==> src/rtl/core/aesf_pkg.sv <==
// Shared types, constants and byte-class helpers for the ANSI escape filter.
// No dependencies; used by the controller, the datapath and the top level.
package aesf_pkg;

  // Sequence buffer and kept-byte counter sizing
  localparam int SEQ_BUFFER_DEPTH = 32;
  localparam int COUNT_BITS       = 16;
  localparam int FILL_W           = $clog2(SEQ_BUFFER_DEPTH + 1);
  localparam int ADDR_W           = $clog2(SEQ_BUFFER_DEPTH);

  // Special bytes
  localparam logic [7:0] ESC_BYTE    = 8'h1B;
  localparam logic [7:0] BEL_BYTE    = 8'h07;
  localparam logic [7:0] CSI_OPEN    = 8'h5B;  // '['
  localparam logic [7:0] OSC_OPEN    = 8'h5D;  // ']'
  localparam logic [7:0] ST_BSLASH   = 8'h5C;  // '\'
  localparam logic [7:0] SGR_FINAL   = 8'h6D;  // 'm'

  // strip_mode codes
  localparam logic [1:0] MODE_STRIP_ALL  = 2'd0;
  localparam logic [1:0] MODE_KEEP_COLOR = 2'd1;
  localparam logic [1:0] MODE_KEEP_SAFE  = 2'd2;

  // Commands from controller to datapath
  typedef struct packed {
    logic push;         // store the input byte in the sequence buffer
    logic clr_fill;     // empty the buffer and clear overflow (before a push)
    logic emit_in;      // pass the input byte on as the last beat
    logic emit_term;    // terminator beat, then clear the kept count
    logic flush_start;  // latch the final byte, read buffer entry 0
    logic flush_step;   // pass on the buffered byte, read the next one
    logic flush_fin;    // pass on the final byte as the last beat
  } aesf_cmd_t;

  // Status from datapath to controller
  typedef struct packed {
    logic is_zero;
    logic is_esc;
    logic is_csi_open;
    logic is_osc_open;
    logic is_esc3;
    logic is_bel;
    logic is_bslash;
    logic is_final;     // 0x40-0x7E
    logic is_inter;     // 0x20-0x2F
    logic is_param;     // 0x30-0x3F
    logic is_priv;      // 0x3C-0x3F
    logic is_sgr;
    logic is_safe;
    logic overflow;
    logic flush_more;   // buffer entries left after the one being read
    logic slot_free;    // output register can take a beat this cycle
  } aesf_stat_t;

  // Finals kept in keep-safe mode: A B C D H I J K f h l m s u
  function automatic logic safe_final(input logic [7:0] c);
    logic hit;
    unique case (c)
      8'h41, 8'h42, 8'h43, 8'h44, 8'h48, 8'h49, 8'h4A, 8'h4B,
      8'h66, 8'h68, 8'h6C, 8'h6D, 8'h73, 8'h75: hit = 1'b1;
      default:                                 hit = 1'b0;
    endcase
    return hit;
  endfunction

  // Second byte of a three-byte escape: ( ) * + - . / #
  function automatic logic esc3_intro(input logic [7:0] c);
    logic hit;
    unique case (c)
      8'h28, 8'h29, 8'h2A, 8'h2B, 8'h2D, 8'h2E, 8'h2F, 8'h23: hit = 1'b1;
      default:                                               hit = 1'b0;
    endcase
    return hit;
  endfunction

endpackage

==> src/rtl/core/aesf_ram.sv <==
// Generic single-write, single-read RAM with registered read data.
// No dependencies.
module aesf_ram #(
  parameter int WIDTH = 8,
  parameter int DEPTH = 32
) (
  input  logic                     clk,
  input  logic                     wr_en,
  input  logic [$clog2(DEPTH)-1:0] wr_addr,
  input  logic [WIDTH-1:0]         wr_data,
  input  logic                     rd_en,
  input  logic [$clog2(DEPTH)-1:0] rd_addr,
  output logic [WIDTH-1:0]         rd_data
);

  logic [WIDTH-1:0] mem [DEPTH];

  // Write port
  always_ff @(posedge clk) begin
    if (wr_en) begin
      mem[wr_addr] <= wr_data;
    end
  end

  // Registered read; data holds while rd_en is low
  always_ff @(posedge clk) begin
    if (rd_en) begin
      rd_data <= mem[rd_addr];
    end
  end

endmodule

==> src/rtl/core/aesf_dpath.sv <==
// Datapath: byte classification, sequence buffer, kept-byte counter, output register.
// Depends on aesf_pkg and aesf_ram.
module aesf_dpath
  import aesf_pkg::*;
(
  input  logic                  clk,
  input  logic                  rst,
  input  logic [7:0]            text_byte,
  input  aesf_cmd_t             cmd,
  output aesf_stat_t            stat,
  output logic                  out_valid,
  input  logic                  out_ready,
  output logic [7:0]            data_byte,
  output logic                  byte_valid,
  output logic                  run_last,
  output logic                  string_done,
  output logic [15:0]           kept_count
);

  logic [FILL_W-1:0]     fill;
  logic [FILL_W-1:0]     fill_next;
  logic [FILL_W-1:0]     fill_base;
  logic                  overflow;
  logic                  overflow_next;
  logic [FILL_W-1:0]     idx;
  logic [FILL_W-1:0]     idx_inc;
  logic [7:0]            final_byte;
  logic [COUNT_BITS-1:0] count;
  logic                  buf_full;
  logic                  wr_en;
  logic                  rd_en;
  logic [ADDR_W-1:0]     rd_addr;
  logic [7:0]            rd_data;
  logic                  slot_free;
  logic                  load_byte;
  logic [7:0]            load_data;
  logic                  load_last;

  assign slot_free = !out_valid || out_ready;
  assign idx_inc   = idx + FILL_W'(1);

  // Byte classes of the input byte
  always_comb begin
    stat             = '0;
    stat.is_zero     = (text_byte == 8'h00);
    stat.is_esc      = (text_byte == ESC_BYTE);
    stat.is_csi_open = (text_byte == CSI_OPEN);
    stat.is_osc_open = (text_byte == OSC_OPEN);
    stat.is_esc3     = esc3_intro(text_byte);
    stat.is_bel      = (text_byte == BEL_BYTE);
    stat.is_bslash   = (text_byte == ST_BSLASH);
    stat.is_final    = (text_byte >= 8'h40) && (text_byte <= 8'h7E);
    stat.is_inter    = (text_byte >= 8'h20) && (text_byte <= 8'h2F);
    stat.is_param    = (text_byte >= 8'h30) && (text_byte <= 8'h3F);
    stat.is_priv     = (text_byte >= 8'h3C) && (text_byte <= 8'h3F);
    stat.is_sgr      = (text_byte == SGR_FINAL);
    stat.is_safe     = safe_final(text_byte);
    stat.overflow    = overflow;
    stat.flush_more  = (idx_inc < fill);
    stat.slot_free   = slot_free;
  end

  // Buffer fill and overflow tracking
  always_comb begin
    fill_base     = cmd.clr_fill ? '0 : fill;
    buf_full      = (fill_base >= FILL_W'(SEQ_BUFFER_DEPTH));
    wr_en         = cmd.push && !buf_full;
    fill_next     = fill_base;
    overflow_next = cmd.clr_fill ? 1'b0 : overflow;
    if (cmd.push) begin
      if (buf_full) begin
        overflow_next = 1'b1;
      end else begin
        fill_next = fill_base + FILL_W'(1);
      end
    end
    if (cmd.emit_term || cmd.flush_fin) begin
      fill_next     = '0;
      overflow_next = 1'b0;
    end
  end

  always_ff @(posedge clk) begin
    if (rst) begin
      fill     <= '0;
      overflow <= 1'b0;
    end else begin
      fill     <= fill_next;
      overflow <= overflow_next;
    end
  end

  // Flush read pointer and latched final byte
  assign rd_en   = cmd.flush_start || (cmd.flush_step && stat.flush_more);
  assign rd_addr = cmd.flush_start ? '0 : idx_inc[ADDR_W-1:0];

  always_ff @(posedge clk) begin
    if (cmd.flush_start) begin
      idx        <= '0;
      final_byte <= text_byte;
    end else if (cmd.flush_step && stat.flush_more) begin
      idx <= idx_inc;
    end
  end

  aesf_ram #(
    .WIDTH(8),
    .DEPTH(SEQ_BUFFER_DEPTH)
  ) u_buf (
    .clk    (clk),
    .wr_en  (wr_en),
    .wr_addr(fill_base[ADDR_W-1:0]),
    .wr_data(text_byte),
    .rd_en  (rd_en),
    .rd_addr(rd_addr),
    .rd_data(rd_data)
  );

  // Byte beat source select
  always_comb begin
    load_byte = cmd.emit_in || cmd.flush_step || cmd.flush_fin;
    load_last = cmd.emit_in || cmd.flush_fin;
    priority if (cmd.flush_step) begin
      load_data = rd_data;
    end else if (cmd.flush_fin) begin
      load_data = final_byte;
    end else begin
      load_data = text_byte;
    end
  end

  // Saturating kept-byte counter, cleared by the terminator
  always_ff @(posedge clk) begin
    if (rst || cmd.emit_term) begin
      count <= '0;
    end else if (load_byte && (count != {COUNT_BITS{1'b1}})) begin
      count <= count + COUNT_BITS'(1);
    end
  end

  // Output register
  always_ff @(posedge clk) begin
    if (rst) begin
      out_valid <= 1'b0;
    end else if (load_byte || cmd.emit_term) begin
      out_valid <= 1'b1;
    end else if (out_ready) begin
      out_valid <= 1'b0;
    end
  end

  always_ff @(posedge clk) begin
    if (load_byte) begin
      data_byte   <= load_data;
      byte_valid  <= 1'b1;
      run_last    <= load_last;
      string_done <= 1'b0;
      kept_count  <= '0;
    end else if (cmd.emit_term) begin
      data_byte   <= '0;
      byte_valid  <= 1'b0;
      run_last    <= 1'b1;
      string_done <= 1'b1;
      kept_count  <= 16'(count);
    end
  end

endmodule

==> src/rtl/core/aesf_ctrl.sv <==
// Controller: escape-sequence parser state machine, mode register and input handshake.
// Depends on aesf_pkg.
module aesf_ctrl
  import aesf_pkg::*;
(
  input  logic       clk,
  input  logic       rst,
  input  logic       cfg_wr_en,
  input  logic [1:0] cfg_wr_data,
  input  logic       in_valid,
  output logic       in_ready,
  input  aesf_stat_t stat,
  output aesf_cmd_t  cmd
);

  localparam logic [3:0] S_TEXT      = 4'd0;
  localparam logic [3:0] S_ESC       = 4'd1;
  localparam logic [3:0] S_CSI_ENTRY = 4'd2;
  localparam logic [3:0] S_CSI_BODY  = 4'd3;
  localparam logic [3:0] S_OSC       = 4'd4;
  localparam logic [3:0] S_OSC_ESC   = 4'd5;
  localparam logic [3:0] S_ESC3      = 4'd6;
  localparam logic [3:0] S_FLUSH     = 4'd7;
  localparam logic [3:0] S_FLUSH_FIN = 4'd8;

  logic [3:0] state;
  logic [3:0] state_next;
  logic [1:0] strip_mode;
  logic       private_flag;
  logic       private_flag_next;
  logic       in_intermediates;
  logic       in_intermediates_next;
  logic       flushing;
  logic       accept;
  logic       strict;
  logic       keep;

  // Mode register
  always_ff @(posedge clk) begin
    if (rst) begin
      strip_mode <= MODE_STRIP_ALL;
    end else if (cfg_wr_en) begin
      strip_mode <= cfg_wr_data;
    end
  end

  assign flushing = (state == S_FLUSH) || (state == S_FLUSH_FIN);
  assign in_ready = stat.slot_free && !flushing;
  assign accept   = in_valid && in_ready;
  assign strict   = (strip_mode == MODE_KEEP_COLOR) || (strip_mode == MODE_KEEP_SAFE);

  // Keep decision at a CSI final
  always_comb begin
    keep = 1'b0;
    if (strict && !private_flag && !stat.overflow) begin
      keep = (strip_mode == MODE_KEEP_COLOR) ? stat.is_sgr : stat.is_safe;
    end
  end

  // Next state and datapath commands
  always_comb begin
    state_next            = state;
    private_flag_next     = private_flag;
    in_intermediates_next = in_intermediates;
    cmd                   = '0;
    if (accept) begin
      if (stat.is_zero) begin
        cmd.emit_term         = 1'b1;
        state_next            = S_TEXT;
        private_flag_next     = 1'b0;
        in_intermediates_next = 1'b0;
      end else begin
        unique case (state)
          S_ESC: begin
            priority if (stat.is_csi_open) begin
              cmd.push              = 1'b1;
              private_flag_next     = 1'b0;
              in_intermediates_next = 1'b0;
              state_next            = S_CSI_ENTRY;
            end else if (stat.is_osc_open) begin
              state_next = S_OSC;
            end else if (stat.is_esc3) begin
              state_next = S_ESC3;
            end else begin
              state_next = S_TEXT;
            end
          end
          S_ESC3: begin
            state_next = S_TEXT;
          end
          S_OSC, S_OSC_ESC: begin
            priority if ((state == S_OSC_ESC) && stat.is_bslash) begin
              state_next = S_TEXT;
            end else if (stat.is_bel) begin
              state_next = S_TEXT;
            end else if (stat.is_esc) begin
              state_next = S_OSC_ESC;
            end else begin
              state_next = S_OSC;
            end
          end
          S_CSI_ENTRY, S_CSI_BODY: begin
            if ((state == S_CSI_ENTRY) && stat.is_priv) begin
              private_flag_next = 1'b1;
            end
            state_next = S_CSI_BODY;
            priority if (stat.is_final) begin
              if (keep) begin
                cmd.flush_start = 1'b1;
                state_next      = S_FLUSH;
              end else begin
                cmd.clr_fill = 1'b1;
                state_next   = S_TEXT;
              end
            end else if (stat.is_inter) begin
              in_intermediates_next = 1'b1;
              cmd.push              = 1'b1;
            end else if (stat.is_param && !(strict && in_intermediates)) begin
              cmd.push = 1'b1;
            end else begin
              // malformed: drop the sequence, rescan this byte as text
              cmd.clr_fill = 1'b1;
              if (stat.is_esc) begin
                cmd.push   = 1'b1;
                state_next = S_ESC;
              end else begin
                cmd.emit_in = 1'b1;
                state_next  = S_TEXT;
              end
            end
          end
          S_FLUSH, S_FLUSH_FIN: begin
            state_next = state;  // not reachable with accept high
          end
          default: begin
            if (stat.is_esc) begin
              cmd.clr_fill = 1'b1;
              cmd.push     = 1'b1;
              state_next   = S_ESC;
            end else begin
              cmd.emit_in = 1'b1;
              state_next  = S_TEXT;
            end
          end
        endcase
      end
    end else if ((state == S_FLUSH) && stat.slot_free) begin
      cmd.flush_step = 1'b1;
      if (!stat.flush_more) begin
        state_next = S_FLUSH_FIN;
      end
    end else if ((state == S_FLUSH_FIN) && stat.slot_free) begin
      cmd.flush_fin = 1'b1;
      state_next    = S_TEXT;
    end
  end

  always_ff @(posedge clk) begin
    if (rst) begin
      state            <= S_TEXT;
      private_flag     <= 1'b0;
      in_intermediates <= 1'b0;
    end else begin
      state            <= state_next;
      private_flag     <= private_flag_next;
      in_intermediates <= in_intermediates_next;
    end
  end

endmodule

==> src/rtl/core/ansi_escape_sequence_filter.sv <==
// Top level of the ANSI escape sequence filter: controller plus datapath.
// Depends on aesf_pkg, aesf_ctrl, aesf_dpath (and aesf_ram through the datapath).
//
//   channel | direction | handshake              | payload
//   --------+-----------+------------------------+---------------------------------
//   input   | in        | in_valid / in_ready    | text_byte
//   output  | out       | out_valid / out_ready  | data_byte byte_valid run_last
//           |           |                        | string_done kept_count
//   config  | in        | cfg_wr_en (no wait)    | cfg_wr_data (strip_mode)
//
// A plain text byte, a dropped byte or a terminator is handled as it is taken; bytes
// can follow every cycle while the output register drains.
// A kept CSI is replayed from the sequence buffer one beat per cycle while the output
// register drains, its stored bytes and then the final; input is held off.
// in_ready follows out_ready through the single output register.
// rst is synchronous: it clears parser state, mode, fill and count.
module ansi_escape_sequence_filter
  import aesf_pkg::*;
(
  input  logic        clk,
  input  logic        rst,
  input  logic        cfg_wr_en,
  input  logic [1:0]  cfg_wr_data,
  input  logic        in_valid,
  output logic        in_ready,
  input  logic [7:0]  text_byte,
  output logic        out_valid,
  input  logic        out_ready,
  output logic [7:0]  data_byte,
  output logic        byte_valid,
  output logic        run_last,
  output logic        string_done,
  output logic [15:0] kept_count
);

  aesf_cmd_t  cmd;
  aesf_stat_t stat;

  aesf_ctrl u_ctrl (
    .clk        (clk),
    .rst        (rst),
    .cfg_wr_en  (cfg_wr_en),
    .cfg_wr_data(cfg_wr_data),
    .in_valid   (in_valid),
    .in_ready   (in_ready),
    .stat       (stat),
    .cmd        (cmd)
  );

  aesf_dpath u_dpath (
    .clk        (clk),
    .rst        (rst),
    .text_byte  (text_byte),
    .cmd        (cmd),
    .stat       (stat),
    .out_valid  (out_valid),
    .out_ready  (out_ready),
    .data_byte  (data_byte),
    .byte_valid (byte_valid),
    .run_last   (run_last),
    .string_done(string_done),
    .kept_count (kept_count)
  );

endmodule

==> config.mk <==
export PLATFORM = sky130hd
export DESIGN_NAME = ansi_escape_sequence_filter
export DESIGN_NICKNAME = d
export VERILOG_FILES = /design/src/rtl/core/aesf_pkg.sv /design/src/rtl/core/aesf_ram.sv /design/src/rtl/core/aesf_dpath.sv /design/src/rtl/core/aesf_ctrl.sv /design/src/rtl/core/ansi_escape_sequence_filter.sv
export SDC_FILE = /design/constraint.sdc
export NUM_CORES = 1
export LEC_CHECK = 0
export ABC_AREA = 1
export BUFFER_PORTS_ARGS = -buffer_cell sky130_fd_sc_hd__buf_2
export CAP_MARGIN = 25
export CORE_MARGIN = 2
export CORE_UTILIZATION = 45
export DETAILED_ROUTE_END_ITERATION = 16
export GPL_TIMING_DRIVEN = 0
export RECOVER_POWER = 100
export SETUP_SLACK_MARGIN = 0.5
export SLEW_MARGIN = 30
export SYNTH_ARGS = -nofsm -noshare
export SYNTH_HDL_FRONTEND = slang
export SYNTH_SLANG_ARGS = --single-unit
==> constraint.sdc <==
create_clock -name clk -period 3.4 [get_ports clk]
set_input_delay 1.02 -clock clk [delete_from_list [all_inputs] [get_ports clk]]
set_output_delay 1.02 -clock clk [all_outputs]
set_load 0.01 [all_outputs]
==> PnR_summary.wiki <==
{| class="wikitable"
! Metric !! Value
|-
| Slew margin rel. || 9.49%
|-
| CP required || between 3 and 4 ns
|-
| Worst Hold Path EP || u_dpath.byte_valid
|-
| Cell type with the largest total area after synthesis || sky130_fd_sc_hd__edfxtp_1
|-
| Buffer levels on the longest clock path || 3
|-
| Clock Skews || 0.0204 ns
|-
| Critical R2R Capture || u_dpath.u_buf.rd_data[3]
|-
| Number of storage elements in the synthesis netlist || about 340
|-
| Worst Setup Start Kind || input pin
|-
| GP Congestion || 0.882
|-
| Horizontal die dimension || between 150 and 200 um
|-
| Leading cell type by number of instances after synthesis || sky130_fd_sc_hd__edfxtp_1
|-
| Share of the clock period used by the worst path || 87.6%
|-
| Starting density of the core || a little under half
|-
| Nature of the critical path endpoint || flop
|-
| Final setup slack of the worst path || 0.422 ns
|-
| Number of cells on the worst reg-to-reg path || 14
|-
| Remaining global-route overflow || 0
|-
| Final standard cell count with taps included and fillers excluded || 2122
|-
| Critical Path, Cell by Cell || buf_16, inv_1, nand2_1, nor2_1, inv_1, nor2_1, nor2_1, inv_1, nor2_4, nand2_4, nand2_4, inv_4, ha_4, nand2_8, nor4_4, buf_12
|-
| Number of cells after detailed placement || just over 2000
|-
| Clock slew at the register clock pins of the worst setup and hold paths || ~0.050 ns
|-
| Synth-to-Final Area Change || 21.2%
|-
| Total cell area at the placement stage || 0.0165 mm2
|-
| Top_reg_cell synth || sky130_fd_sc_hd__edfxtp_1
|-
| Number of distinct library cell variants in the gate-level netlist after synthesis || between 40 and 50
|-
| Worst reg2reg path startpoint || u_ctrl.strip_mode[1]
|-
| Hold_sp || u_dpath.byte_valid
|-
| Number of enable-type register cells in the synthesized netlist || between 200 and 300
|-
| Number of instances on the worst hold path || 2
|-
| Layout cells sized above 1 || a little under a fifth
|-
| Clock tree from TritonCTS || built
|-
| Proportion of synthesized flip-flops having asynchronous set or reset || 0%
|-
| Most numerous cell types in the synthesized netlist || 281 x sky130_fd_sc_hd__edfxtp_1, 249 x sky130_fd_sc_hd__nand3_1, 247 x sky130_fd_sc_hd__nand2_1, 187 x sky130_fd_sc_hd__inv_1, 116 x sky130_fd_sc_hd__nor2_1
|-
| Top post-synthesis cells by area || sky130_fd_sc_hd__edfxtp_1 55%, sky130_fd_sc_hd__nand3_1 8.1%, sky130_fd_sc_hd__dfxtp_1 7.3%
|-
| Average wire per cell in the routed design || 21.5 um
|-
| Maximum number of pins on one net before global-route repair || 41
|-
| Final min period || 2.98 ns
|-
| Detailed Place HPWL || roughly 29 mm
|-
| Largest fanout of any net on the critical path || 18
|-
| Unrepaired setup endpoints after global routing || true
|-
| Areal power density over the cells || approximately 480 mW/mm2
|-
| Cell chosen for the clock root || sky130_fd_sc_hd__clkbuf_16
|-
| Worst stage delay on the critical path || 0.30 ns
|-
| Transition at the pin with the smallest max-transition slack || between 1 and 1.5 ns
|-
| Wire length of the first global-routing pass || ~66 mm
|-
| Dpl ws || -1.20 ns
|-
| Core Area || about 0.034 mm2
|-
| Total nets after synthesis || 1549
|-
| # setup viols final || 0
|-
| Standard-cell rows || 67
|-
| Yosys warns || 0
|-
| FMAX || between 300 and 400 MHz
|-
| Die ar. || 0.0357 mm2
|-
| Sequential cell area fraction in the yosys report || ~62%
|-
| Slowest-stage cell, CP || sky130_fd_sc_hd__nor4_4
|-
| Global-route usage over all layers || between 20% and 30%
|-
| Outcome || finished, final reports clean
|-
| Average vias per placed instance || between 5 and 6
|-
| Slack of the worst reg-to-reg path || between 0.5 and 0.6 ns
|-
| Final hold violation count || 0
|-
| Clock H-tree levels || 2
|-
| Final wirelength || 45.6 mm
|-
| Cell area after synthesis || around 0.015 mm2
|-
| Final net count || 1672
|-
| Number of hold-repair buffers added at the cts stage || 0
|-
| Synthesized area per cell || 10.1 um2
|-
| Clock latency of the later-clocked register in the worst-skew pair || 0.54 ns
|-
| Leakage || just under 0.007 uW
|-
| Max-cap viol count || 0
|-
| Count of input and output buffers || 43
|-
| Via count of the first global-routing pass || about 11000
|-
| Instance count of the mapped netlist || 1521
|-
| Type of the tightest min-delay check || reg -> reg
|-
| Post-Layout Inst Area || around 0.019 mm2
|-
| Total DRC errors in the routed layout || 0
|-
| Number of search-and-repair iterations in the first detailed-routing pass || 5
|-
| Vias || roughly 12000
|-
| Largest voltage drop on the vdd net || 0.000471 V
|-
| Antenna Nets Post-Route || 0
|-
| Initial antenna violation count || 1
|-
| Overall power consumption || about 9000 uW
|-
| Boundary Pins || 44
|-
| Category of the critical setup timing path || in -> reg
|-
| Final number of max-transition violations || 0
|-
| DRT iter0 DRCs || roughly 1200
|-
| Number of buffers added by the clock tree synthesis step || 38
|-
| Clock Sink Count || between 300 and 400
|-
| Worst hold slack || between 0.4 and 0.5 ns
|-
| Die Height || approximately 190 um
|-
| Critical Path AT || about 3.2 ns
|-
| Fraction of synthesized cell area taken by the top area cell type || 54.9%
|}
critical path, delay by kind of cell:
family / cells / cell delay, ns
adders and majority gates: 1 / 0.17
buffers and inverters: 6 / 0.67
and+or+nand+nor: 9 / 1.32
cell usage in the layout (no fill, tap or decap), drive strengths merged, types with 5 or more instances in the layout:
cell type  synthesis  routed
edfxtp           281     281
nand2            259     259
nand3            251     251
inv              205     207
clkbuf            28     132
nor2             125     125
buf               43      78
dfxtp             56      56
or2               50      50
a21oi             45      45
nand3b            41      41
o21ai             37      37
o2111ai           32      32
nor3              16      16
ha                13      13
clkinv             1       8
nand4              7       7
o211ai             5       5
worst max-delay path by stage:
stage	depth (start not counted)	slack, ns	endpoint	from
2_1_floorplan	16	0.38	u_dpath.u_buf.mem[15][0]	text_byte[1]
3_3_place_gp	17	-1.15	u_dpath.u_buf.mem[31][4]	text_byte[2]
3_5_place_dp	17	-1.20	u_dpath.u_buf.mem[27][0]	text_byte[1]
4_1_cts	15	0.46	u_dpath.u_buf.mem[12][2]	text_byte[6]
5_1_grt	15	0.24	u_dpath.u_buf.mem[17][1]	text_byte[6]
6_report	16	0.42	u_dpath.u_buf.mem[15][7]	text_byte[6]
metrics by stage:
stage	util (%)	setup TNS (ns)
2_1_floorplan	-	0
3_3_place_gp	48.9	-281.69
6_report	55.4	0
3_5_place_dp	49.0	-302.89
5_1_grt	55.4	0
4_1_cts	54.5	0
layout make-up:
type / instances / area (um2)
Fill cell: 2906 / 15000
Sequential cell: 337 / 9560
Multi-Input combinational cell: 907 / 5200
Clock buffer: 56 / 1070
Timing Repair Buffer: 83 / 826
Inverter: 206 / 796
Tap cell: 448 / 561
Buffer: 71 / 480
Clock inverter: 13 / 141
Antenna cell: 1 / 2.50
registers in the layout, summed over array words and instances, names as in the netlist, 2 cells and up:
register               flops
u_ctrl.strip_mode          2
u_dpath.data_byte          8
u_dpath.kept_count        16
u_dpath.final_byte         8
u_dpath.fill               6
u_dpath.idx                6
u_dpath.count             16
u_dpath.u_buf.rd_data      8
u_ctrl.state               4
u_dpath.u_buf.mem        256
what timing repair did:
| item | CTS | global route |
|---|---|---|
| setup buffers | 15 | 15 |
| gates resized for setup | 81 | 78 |
| setup endpoints to repair | 344 | 293 |
| gates cloned | 2 | 8 |
| pin swaps | 20 | 17 |
kinds of logic after synthesis:
group                    after synthesis  share of synthesized area (%)
buffers and inverters                277                           7.61
AO/OA/AOI/OAI                        136                           5.56
adder cells (fa/ha/maj)               13                           1.06
AND/OR/NAND/NOR                      752                           23.3
flip-flops                           337                           62.2
XOR/XNOR                               6                          0.342
where the power goes:
part | switching [uW] | total (uW) | internal, uW | leakage, uW
clock | 1610 | 4010 | 2410 | 0.000588
combinational | 308 | 432 | 125 | 0.00338
sequential | 21.6 | 4540 | 4520 | 0.00298
total | 1940 | 8980 | 7050 | 0.00695
per-layer routing:
| layer | up-vias | track usage [%] | wire length (um) |
|---|---|---|---|
| met5 | - | 0 | 0 |
| met4 | 0 | 8.26 | 1420 |
| met3 | 79 | 4.00 | 3340 |
| met2 | 442 | 40.6 | 21600 |
| met1 | 5528 | 33.3 | 19100 |
| li1 | 5464 | - | - |
(Power assumes the default switching activity.)
